$ cat src/svm_pkg.sv
// ----------------------------------------------------------------------------
// svm_pkg: shared types and constants for the sixteen-bit VM core
// Control word between sequencer and datapath, status back, and helpers.
// ----------------------------------------------------------------------------
package svm_pkg;

   // command codes on req_cmd
   localparam logic [1:0] CMD_STEP = 2'd0;
   localparam logic [1:0] CMD_HWR  = 2'd1;
   localparam logic [1:0] CMD_HRD  = 2'd2;

   // fixed addresses and flag positions
   localparam logic [15:0] VEC_BASE = 16'hFFF0;
   localparam logic [15:0] SP_INIT  = 16'hFFF0;
   localparam int          FL_IE    = 15;

   // addressing modes in bits 7:6 of the mode byte
   localparam logic [1:0]  MODE_ABS = 2'd0;
   localparam logic [1:0]  MODE_R6  = 2'd1;
   localparam logic [1:0]  MODE_R7  = 2'd2;
   localparam logic [1:0]  MODE_IMM = 2'd3;

   // opcode class values in bits 7:6
   localparam logic [1:0] OP_0 = 2'd0;
   localparam logic [1:0] OP_1 = 2'd1;
   localparam logic [1:0] OP_2 = 2'd2;
   localparam logic [1:0] OP_3 = 2'd3;

   typedef enum logic [1:0] {
      ST_OK  = 2'd0,
      ST_UNA = 2'd1,
      ST_ILL = 2'd2
   } status_type;

   typedef enum logic [1:0] {
      MEM_NONE,
      MEM_READ,
      MEM_WRITE
   } mem_type;

   typedef enum logic [2:0] {
      AS_IP, AS_SP, AS_SP1, AS_EA, AS_EA1, AS_VEC, AS_VEC1, AS_HOST
   } asel_type;

   typedef enum logic [2:0] {
      WS_FL_LO, WS_FL_HI, WS_IP_LO, WS_IP_HI, WS_RS_LO, WS_RS_HI, WS_HOST
   } wsel_type;

   typedef enum logic [2:0] {
      CAP_NONE, CAP_OPB, CAP_MB, CAP_LO, CAP_HI
   } cap_type;

   typedef enum logic [4:0] {
      ACT_NONE, ACT_ACCEPT, ACT_SPFIX, ACT_SP_DEC2, ACT_CLR_IE, ACT_IP_INC,
      ACT_IP_WQ, ACT_IP_TMP, ACT_RET_IP, ACT_RET_FL, ACT_JCC, ACT_PRE,
      ACT_EA, ACT_POST, ACT_LOAD, ACT_LEA, ACT_IMM, ACT_SHIFT, ACT_UNARY,
      ACT_ALU, ACT_HOSTCAP
   } act_type;

   // one micro-step: memory access, byte capture and register action
   typedef struct packed {
      mem_type  mem;
      asel_type asel;
      wsel_type wsel;
      cap_type  cap;
      act_type  act;
   } ctl_type;

   // what the sequencer needs to see of the datapath
   typedef struct packed {
      logic [7:0] opb;
      logic [7:0] mb;
      logic       sp_odd;
      logic       ie;
      logic       irq_valid;
      logic       ea_odd;
   } sts_type;

   // N Z P update, interrupt enable kept
   function automatic logic [15:0] put_nzp(input logic [15:0] fl, input logic [15:0] r);
      logic [2:0] k;
      if (r == 16'h0000)
         k = 3'b010;
      else if (r[15])
         k = 3'b100;
      else
         k = 3'b001;
      return {fl[FL_IE], 12'h000, k};
   endfunction

   // logical and arithmetic shifts, counts of 16 and up saturate
   function automatic logic [15:0] shift16(input logic [15:0] x, input logic [4:0] cnt,
                                           input logic right, input logic arith);
      logic        fill;
      logic [15:0] r;
      fill = arith & x[15];
      if (cnt[4])
         r = right ? {16{fill}} : 16'h0000;
      else if (!right)
         r = x << cnt[3:0];
      else if (arith)
         r = 16'($signed(x) >>> cnt[3:0]);
      else
         r = x >> cnt[3:0];
      return r;
   endfunction

endpackage

$ cat src/svm_ctrl.sv
// ----------------------------------------------------------------------------
// svm_ctrl: sequencer for the sixteen-bit VM core
// Walks each command through its micro-steps and reports the outcome.
// ----------------------------------------------------------------------------
module svm_ctrl (
   input  logic               clock,
   input  logic               reset,
   input  logic               start,
   input  logic [1:0]         cmd,
   input  svm_pkg::sts_type   sts,
   output svm_pkg::ctl_type   ctl,
   output logic               busy,
   output logic               done,
   output logic [1:0]         status
);

   typedef enum logic [5:0] {
      S_IDLE, S_HWR, S_HRD, S_HCAP, S_HNOP, S_SPFIX, S_F0, S_F1, S_DEC,
      S_I1, S_I2, S_I3, S_I4, S_I5, S_I6, S_I7, S_I8,
      S_R1, S_R2, S_R3, S_R4, S_R5, S_R6,
      S_J1, S_J2, S_W1, S_W2, S_W3, S_W4,
      S_C1, S_C2, S_C3, S_C4,
      S_M1, S_M2, S_M3, S_EA, S_POST, S_OP, S_L1, S_L2, S_T1,
      S_S1, S_S2, S_S3
   } state_type;

   state_type            state_ff, state_in;
   logic                 done_ff, fin;
   svm_pkg::status_type  status_ff, fin_st;
   logic [1:0]           op;
   logic [2:0]           rd, rs;

   assign op = sts.opb[7:6];
   assign rd = sts.opb[5:3];
   assign rs = sts.opb[2:0];

   // micro-step selection
   always_comb begin
      ctl      = '{svm_pkg::MEM_NONE, svm_pkg::AS_IP, svm_pkg::WS_HOST,
                   svm_pkg::CAP_NONE, svm_pkg::ACT_NONE};
      state_in = state_ff;
      fin      = 1'b0;
      fin_st   = svm_pkg::ST_OK;

      unique case (state_ff)
         S_IDLE: begin
            if (start) begin
               ctl.act = svm_pkg::ACT_ACCEPT;
               priority case (cmd)
                  svm_pkg::CMD_STEP: state_in = S_SPFIX;
                  svm_pkg::CMD_HWR:  state_in = S_HWR;
                  svm_pkg::CMD_HRD:  state_in = S_HRD;
                  default:           state_in = S_HNOP;
               endcase
            end
         end
         S_HWR: begin
            ctl.mem  = svm_pkg::MEM_WRITE;
            ctl.asel = svm_pkg::AS_HOST;
            ctl.wsel = svm_pkg::WS_HOST;
            fin      = 1'b1;
         end
         S_HRD: begin
            ctl.mem  = svm_pkg::MEM_READ;
            ctl.asel = svm_pkg::AS_HOST;
            state_in = S_HCAP;
         end
         S_HCAP: begin
            ctl.act = svm_pkg::ACT_HOSTCAP;
            fin     = 1'b1;
         end
         S_HNOP: fin = 1'b1;

         // stack pointer fix-up and interrupt decision
         S_SPFIX: begin
            ctl.act = svm_pkg::ACT_SPFIX;
            if (sts.irq_valid && sts.ie) begin
               if (sts.sp_odd) begin
                  fin    = 1'b1;
                  fin_st = svm_pkg::ST_UNA;
               end else begin
                  state_in = S_I1;
               end
            end else begin
               state_in = S_F0;
            end
         end

         // interrupt entry: push flags, push IP, load vector
         S_I1: begin
            ctl.act  = svm_pkg::ACT_SP_DEC2;
            state_in = S_I2;
         end
         S_I2: begin
            ctl.mem  = svm_pkg::MEM_WRITE;
            ctl.asel = svm_pkg::AS_SP;
            ctl.wsel = svm_pkg::WS_FL_LO;
            state_in = S_I3;
         end
         S_I3: begin
            ctl.mem  = svm_pkg::MEM_WRITE;
            ctl.asel = svm_pkg::AS_SP1;
            ctl.wsel = svm_pkg::WS_FL_HI;
            ctl.act  = svm_pkg::ACT_SP_DEC2;
            state_in = S_I4;
         end
         S_I4: begin
            ctl.mem  = svm_pkg::MEM_WRITE;
            ctl.asel = svm_pkg::AS_SP;
            ctl.wsel = svm_pkg::WS_IP_LO;
            state_in = S_I5;
         end
         S_I5: begin
            ctl.mem  = svm_pkg::MEM_WRITE;
            ctl.asel = svm_pkg::AS_SP1;
            ctl.wsel = svm_pkg::WS_IP_HI;
            ctl.act  = svm_pkg::ACT_CLR_IE;
            state_in = S_I6;
         end
         S_I6: begin
            ctl.mem  = svm_pkg::MEM_READ;
            ctl.asel = svm_pkg::AS_VEC;
            state_in = S_I7;
         end
         S_I7: begin
            ctl.mem  = svm_pkg::MEM_READ;
            ctl.asel = svm_pkg::AS_VEC1;
            ctl.cap  = svm_pkg::CAP_LO;
            state_in = S_I8;
         end
         S_I8: begin
            ctl.act = svm_pkg::ACT_IP_WQ;
            fin     = 1'b1;
         end

         // opcode fetch
         S_F0: begin
            ctl.mem  = svm_pkg::MEM_READ;
            ctl.asel = svm_pkg::AS_IP;
            ctl.act  = svm_pkg::ACT_IP_INC;
            state_in = S_F1;
         end
         S_F1: begin
            ctl.cap  = svm_pkg::CAP_OPB;
            state_in = S_DEC;
         end

         // decode
         S_DEC: begin
            if (rd == 3'd0) begin
               if (rs == 3'd0) begin
                  unique case (op)
                     svm_pkg::OP_0: begin
                        if (sts.sp_odd) begin
                           fin    = 1'b1;
                           fin_st = svm_pkg::ST_UNA;
                        end else begin
                           state_in = S_R1;
                        end
                     end
                     svm_pkg::OP_1: state_in = S_J1;
                     default:       state_in = S_W1;
                  endcase
               end else if (op == svm_pkg::OP_3) begin
                  fin    = 1'b1;
                  fin_st = svm_pkg::ST_ILL;
               end else begin
                  state_in = S_M1;
               end
            end else if (rs == 3'd0) begin
               unique case (op)
                  svm_pkg::OP_0: state_in = S_W1;
                  svm_pkg::OP_1: state_in = S_S1;
                  default: begin
                     ctl.act = svm_pkg::ACT_UNARY;
                     fin     = 1'b1;
                  end
               endcase
            end else begin
               ctl.act = svm_pkg::ACT_ALU;
               fin     = 1'b1;
            end
         end

         // return: pop IP, and flags when interrupts are off
         S_R1: begin
            ctl.mem  = svm_pkg::MEM_READ;
            ctl.asel = svm_pkg::AS_SP;
            state_in = S_R2;
         end
         S_R2: begin
            ctl.mem  = svm_pkg::MEM_READ;
            ctl.asel = svm_pkg::AS_SP1;
            ctl.cap  = svm_pkg::CAP_LO;
            state_in = S_R3;
         end
         S_R3: begin
            ctl.act = svm_pkg::ACT_RET_IP;
            if (sts.ie) fin = 1'b1;
            else state_in = S_R4;
         end
         S_R4: begin
            ctl.mem  = svm_pkg::MEM_READ;
            ctl.asel = svm_pkg::AS_SP;
            state_in = S_R5;
         end
         S_R5: begin
            ctl.mem  = svm_pkg::MEM_READ;
            ctl.asel = svm_pkg::AS_SP1;
            ctl.cap  = svm_pkg::CAP_LO;
            state_in = S_R6;
         end
         S_R6: begin
            ctl.act = svm_pkg::ACT_RET_FL;
            fin     = 1'b1;
         end

         // conditional relative jump
         S_J1: begin
            ctl.mem  = svm_pkg::MEM_READ;
            ctl.asel = svm_pkg::AS_IP;
            ctl.act  = svm_pkg::ACT_IP_INC;
            state_in = S_J2;
         end
         S_J2: begin
            ctl.act = svm_pkg::ACT_JCC;
            fin     = 1'b1;
         end

         // inline word fetch, shared by jump, call, immediate and base mode
         S_W1: begin
            ctl.mem  = svm_pkg::MEM_READ;
            ctl.asel = svm_pkg::AS_IP;
            ctl.act  = svm_pkg::ACT_IP_INC;
            state_in = S_W2;
         end
         S_W2: begin
            ctl.mem  = svm_pkg::MEM_READ;
            ctl.asel = svm_pkg::AS_IP;
            ctl.act  = svm_pkg::ACT_IP_INC;
            ctl.cap  = svm_pkg::CAP_LO;
            state_in = S_W3;
         end
         S_W3: begin
            ctl.cap  = svm_pkg::CAP_HI;
            state_in = S_W4;
         end
         S_W4: begin
            if (rd != 3'd0) begin
               ctl.act = svm_pkg::ACT_IMM;
               fin     = 1'b1;
            end else if (rs != 3'd0) begin
               state_in = S_EA;
            end else if (op == svm_pkg::OP_2) begin
               ctl.act = svm_pkg::ACT_IP_TMP;
               fin     = 1'b1;
            end else if (sts.sp_odd) begin
               fin    = 1'b1;
               fin_st = svm_pkg::ST_UNA;
            end else begin
               state_in = S_C1;
            end
         end

         // call: push IP, jump
         S_C1: begin
            ctl.act  = svm_pkg::ACT_SP_DEC2;
            state_in = S_C2;
         end
         S_C2: begin
            ctl.mem  = svm_pkg::MEM_WRITE;
            ctl.asel = svm_pkg::AS_SP;
            ctl.wsel = svm_pkg::WS_IP_LO;
            state_in = S_C3;
         end
         S_C3: begin
            ctl.mem  = svm_pkg::MEM_WRITE;
            ctl.asel = svm_pkg::AS_SP1;
            ctl.wsel = svm_pkg::WS_IP_HI;
            state_in = S_C4;
         end
         S_C4: begin
            ctl.act = svm_pkg::ACT_IP_TMP;
            fin     = 1'b1;
         end

         // memory operand: mode byte, pre-decrement, address, post-increment
         S_M1: begin
            ctl.mem  = svm_pkg::MEM_READ;
            ctl.asel = svm_pkg::AS_IP;
            ctl.act  = svm_pkg::ACT_IP_INC;
            state_in = S_M2;
         end
         S_M2: begin
            ctl.cap  = svm_pkg::CAP_MB;
            state_in = S_M3;
         end
         S_M3: begin
            ctl.act = svm_pkg::ACT_PRE;
            if (sts.mb[7:6] == svm_pkg::MODE_IMM) state_in = S_W1;
            else state_in = S_EA;
         end
         S_EA: begin
            ctl.act  = svm_pkg::ACT_EA;
            state_in = S_POST;
         end
         S_POST: begin
            ctl.act  = svm_pkg::ACT_POST;
            state_in = S_OP;
         end
         S_OP: begin
            if (sts.mb[5] && sts.ea_odd && op != svm_pkg::OP_2) begin
               fin    = 1'b1;
               fin_st = svm_pkg::ST_UNA;
            end else begin
               unique case (op)
                  svm_pkg::OP_0: begin
                     ctl.mem  = svm_pkg::MEM_READ;
                     ctl.asel = svm_pkg::AS_EA;
                     state_in = S_L1;
                  end
                  svm_pkg::OP_1: begin
                     ctl.mem  = svm_pkg::MEM_WRITE;
                     ctl.asel = svm_pkg::AS_EA;
                     ctl.wsel = svm_pkg::WS_RS_LO;
                     if (sts.mb[5]) state_in = S_T1;
                     else fin = 1'b1;
                  end
                  default: begin
                     ctl.act = svm_pkg::ACT_LEA;
                     fin     = 1'b1;
                  end
               endcase
            end
         end
         S_L1: begin
            if (sts.mb[5]) begin
               ctl.mem  = svm_pkg::MEM_READ;
               ctl.asel = svm_pkg::AS_EA1;
               ctl.cap  = svm_pkg::CAP_LO;
               state_in = S_L2;
            end else begin
               ctl.act = svm_pkg::ACT_LOAD;
               fin     = 1'b1;
            end
         end
         S_L2: begin
            ctl.act = svm_pkg::ACT_LOAD;
            fin     = 1'b1;
         end
         S_T1: begin
            ctl.mem  = svm_pkg::MEM_WRITE;
            ctl.asel = svm_pkg::AS_EA1;
            ctl.wsel = svm_pkg::WS_RS_HI;
            fin      = 1'b1;
         end

         // shift: control byte, then shift
         S_S1: begin
            ctl.mem  = svm_pkg::MEM_READ;
            ctl.asel = svm_pkg::AS_IP;
            ctl.act  = svm_pkg::ACT_IP_INC;
            state_in = S_S2;
         end
         S_S2: begin
            ctl.cap  = svm_pkg::CAP_MB;
            state_in = S_S3;
         end
         S_S3: begin
            fin = 1'b1;
            if (sts.mb[5] && sts.mb[4:3] != 2'b00) fin_st = svm_pkg::ST_ILL;
            else ctl.act = svm_pkg::ACT_SHIFT;
         end
         default: state_in = S_IDLE;
      endcase

      if (fin) state_in = S_IDLE;
   end

   // state and registered outputs
   always_ff @(posedge clock) begin
      if (reset) begin
         state_ff  <= S_IDLE;
         done_ff   <= 1'b0;
         status_ff <= svm_pkg::ST_OK;
      end else begin
         state_ff  <= state_in;
         done_ff   <= fin;
         status_ff <= fin_st;
      end
   end

   assign busy   = (state_ff != S_IDLE);
   assign done   = done_ff;
   assign status = status_ff;

endmodule

$ cat config.mk
export PLATFORM = sky130hd
export DESIGN_NAME = svm_ctrl
export DESIGN_NICKNAME = d
export VERILOG_FILES = /design/src/svm_pkg.sv /design/src/svm_ctrl.sv
export SDC_FILE = /design/constraint.sdc
export NUM_CORES = 1
export LEC_CHECK = 0
export BUFFER_PORTS_ARGS = -buffer_cell sky130_fd_sc_hd__buf_2
export CAP_MARGIN = 20
export CORE_ASPECT_RATIO = 0.75
export CORE_MARGIN = 4
export CORE_UTILIZATION = 55
export CTS_BUF_LIST = sky130_fd_sc_hd__clkbuf_4 sky130_fd_sc_hd__clkbuf_8
export DETAILED_ROUTE_END_ITERATION = 16
export PLACE_DENSITY = 0.79
export SETUP_SLACK_MARGIN = 0.15
export SYNTH_ARGS = -nofsm -noshare
export SYNTH_HDL_FRONTEND = slang
export SYNTH_SLANG_ARGS = --single-unit
$ cat constraint.sdc
create_clock -name clock -period 2.3 [get_ports clock]
set_input_delay 0.46 -clock clock [delete_from_list [all_inputs] [get_ports clock]]
set_output_delay 0.46 -clock clock [all_outputs]
set_load 0.02 [all_outputs]
==> results of run 1 <==
logic make-up after synthesis:
family / Yosys count / share of synthesized area
and+or+nand+nor: 152 / 0.401
buffers and inverters: 39 / 0.0899
DFF: 9 / 0.0899
adders and majority gates: 4 / 0.0250
xor gates and xnor gates: 1 / 0.00437
AOI/OAI and AO/OA: 112 / 0.380
muxes: 2 / 0.00999
synthesized netlist by cell type, types with 11 or more instances:
library cell / n
nor2b_1: 11
nand2_1: 35
buf_2: 12
o22ai_1: 11
clkbuf_1: 11
nor2_1: 28
a21oi_1: 25
o21ai_0: 20
nor3_1: 13
nand3_1: 11
nand2b_1: 19
per-stage QoR:
step                instance area (um^2)  utilization  setup TNS [ps]
global placement                    2790        0.819            -189
floorplan                           2030            -               0
detailed placement                  2790        0.819            -457
==> reports/metrics.yaml, run 1 <==
status: "stopped before the end"
haltStage: "clock tree synthesis (4_1_cts)"
firstError: "[ERROR DPL-0038] Utilization greater than 100%, impossible to legalize"
die_w_um: 77.7
core.rowCount: 18
die_height_um: 60.3
syn_nets: 348
ys_warn_count: 0
dp_hpwl_mm: 7.13
pre_cts_ws_ps: -89.2
netlist_instances: 319
synth_edf_count: 0
gp_congestion: 1.09
clockBufferDepth: 2
ys_ff_latch: 9
synth_top_area_frac: 0.0899
synthArstFlopShare: 0
numCtsBuffers: 3
ys_seq_area_frac: 0.0899
start_util: 0.589
ys_types: 61
cts_setup_buffers: 18
cts_resized: 105
yosysTopAreaCell: "dfxtp_1"
clock_sinks: 9
avgSynthCellArea_um2: 6.28
synthTopCellsByArea: "dfxtp_1 (9.0%), nand2_1 (6.6%), a21oi_1 (6.2%)"
io-pin-count: 45
dp_cells: 462
synth_ff_type: "dfxtp_1"
syn_area_um2: 2000
port-buffer-count: 41
hold_buffers: 0
htreeDepth: 1
clockRootBuffer: "clkbuf_8"
==> run 2: changes to the inputs <==
CORE_ASPECT_RATIO = unset   (was 0.75)
CORE_UTILIZATION = 40   (was 55)
CTS_BUF_LIST = unset   (was sky130_fd_sc_hd__clkbuf_4 sky130_fd_sc_hd__clkbuf_8)
PLACE_DENSITY = unset   (was 0.79)
PLACE_DENSITY_LB_ADDON = 0.15   (was unset)
SETUP_SLACK_MARGIN = unset   (was 0.15)
==> reports/metrics.yaml, run 2 <==
status: "complete, but fails checks"
violations: "setup timing"
ys_types: 61
final_cell_mix: "buf_4 (98), nand2_1 (33), buf_2 (28)"
power_mw: 4.05
syn_nets: 348
multi_input_area_um2: 1920
yosysTopAreaCell: "dfxtp_1"
port-buffer-count: 41
hold_start: "reset"
numCtsBuffers: 3
viasPerCell: 6.26
grt_pass1_wl_mm: 15.5
setup_viol: 9
power_frac_clock: 0.044
dp_hpwl_mm: 7.23
slew_viol_final: 0
grt_pass1_vias: 3017
cp-start-kind: "flop"
clockRootBuffer: "clkbuf_8"
grt_use_met3: 0.0714
synthTopCellsByCount: "nand2_1 (35), nor2_1 (28), a21oi_1 (25), o21ai_0 (20), nand2b_1 (19)"
start_util: 0.419
seq_power_share: 0.077
vdd_drop_max_uv: 670
num_antenna_cells: 0
rr_startpoint: "state_ff[0]$_SDFFE_PP0P_"
dieArea_um2: 6210
cp-startpoint: "state_ff[0]$_SDFFE_PP0P_"
leakage_nw: 1.52
post-route-drc-count: 0
busiest_layer: "met2"
grtUsageTotal: 0.315
use_met2: 0.504
finClkSkew_ps: 2.06
max_slew.worst_pin.slew_ps: 527
avgRoutedWirePerCell_um: 19.5
dp_cells: 492
nNetsFinal: 479
power.density_nw_per_um2: 1150
layout-drive-gt1-share: 0.479
min_period_ps: 2470
cp.arrival_ps: 2010
cts_tree: "done"
finalWorstSetupSlack_ps: -172
totalWireLength_mm: 10.0
clock_sinks: 9
critPathKind: "flop to output port"
area_growth_pct: 76.0
grt_use_met1: 0.417
ys_warn_count: 0
ant_nets: 0
switchingPower_mw: 2.04
syn_area_um2: 2000
top_register: "state_ff"
clock_latency_ps: 230
clockBufferDepth: 2
crit_required_ps: 1840
timing.final.crit_share: 1.07
antenna_found_initial: 0
coreArea_um2: 4790
hold_slack_ps: 393
grt_max_degree: 18
io-pin-count: 45
final_common_cell: "buf_4"
htreeDepth: 1
core.rowCount: 25
die_w_um: 78.8
synthArstFlopShare: 0
grt_overflow_total: 0
fmax_mhz: 405
largest_reg_flops: 6
synth_ff_type: "dfxtp_1"
register_area_um2: 200
die_height_um: 78.8
drt_iter0_drc: 450
swShare: 0.503
synthTopCellsByArea: "dfxtp_1 (9.0%), nand2_1 (6.6%), a21oi_1 (6.2%)"
rsz0062_at_grt: "true"
drv_cap: 0
fill_cells: 398
hold_buffers: 0
avgSynthCellArea_um2: 6.28
cp-end-kind: "output port"
synth.most_common_cell: "nand2_1"
ys_seq_area_frac: 0.0899
intPower_mw: 2.01
slew_headroom: 0.647
hold_class: "input port to flop"
first_pass_iters: 6
netlist_instances: 319
ys_ff_latch: 9
vias: 3232
final-instance-count-excl-fill: 516
comb_power_share: 0.879
finalHoldViolCount: 0
clkTransAtPathRegs_ps: 40
synth_edf_count: 0
crit_fanout: 5
gp_congestion: 1.02
synth_top_area_frac: 0.0899
[run 2: kinds of logic (layout without fill, tap and decap cells)]
family,Yosys count,count (layout),share of synthesized area
simple gates,152,152,0.401
compound gates,112,112,0.380
buf+inv,39,169,0.0899
flops,9,9,0.0899
fa+ha+maj,4,4,0.0250
mux,2,2,0.00999
xor+xnor,1,1,0.00437
[run 2: power by group through the flow]
stage / clock [mW] / combinational (mW) / sequential [mW]
final: 0.180 / 3.56 / 0.310
after global routing: 0.195 / 3.74 / 0.316
after CTS: 0.185 / 3.12 / 0.264
after detailed placement: 0 / 2.74 / 0.253
after global placement: 0 / 2.74 / 0.253
after floorplan: 0 / 1.54 / 0.226
[run 2: layout make-up]
type,instances,area share
flip-flops and latches,9,0.0567
clock buffers,4,0.0128
well taps,67,0.0238
multi-input cells,271,0.544
inverters,10,0.0117
repair buffers,155,0.351
[run 2: timing repair]
item	in CTS	in global routing
gates resized for setup	52	58
pin swaps	20	19
gates cloned	0	1
setup endpoints to repair	20	16
buffers inserted	14	6
[run 2: through the flow]
| stage | utilization | TNS (ps) | worst slack, ps | instance area, um^2 |
|---|---|---|---|---|
| floorplan | - | 0 | 66.7 | 2000 |
| global placement | 0.602 | -1290 | -213 | 2880 |
| detailed placement | 0.602 | -1050 | -203 | 2880 |
| CTS | 0.672 | -1000 | -149 | 3210 |
| global route | 0.737 | -1710 | -223 | 3530 |
| finish | 0.737 | -750 | -172 | 3530 |
[run 2: worst max-delay path, cell delays in order, from the launching register on]
cell and delay [ps]:
dfxtp_4 360, buf_12 140, buf_4 140, nand2_1 80, o21ai_0 90, a32oi_1 180
nor2_1 90, or4_4 540, buf_6 150
[run 2: per-layer routing]
layer  wire length, um  up-vias
met5                 0        -
met4               449        0
met3              1260       53
met2              4470      266
met1              3860     1454
li1                  -     1459
[run 2: final timing paths]
| check | cells past startpoint | end | slack (ps) |
|---|---|---|---|
| min reg2reg | 3 | state_ff[1]$_SDFFE_PP0P_ | 750 |
| min | 2 | done$_SDFF_PP0_ | 390 |
| max reg2reg | 10 | state_ff[5]$_SDFFE_PP0P_ | 110 |
| max | 8 | ctl[2] | -170 |
(Power assumes the default switching activity.)
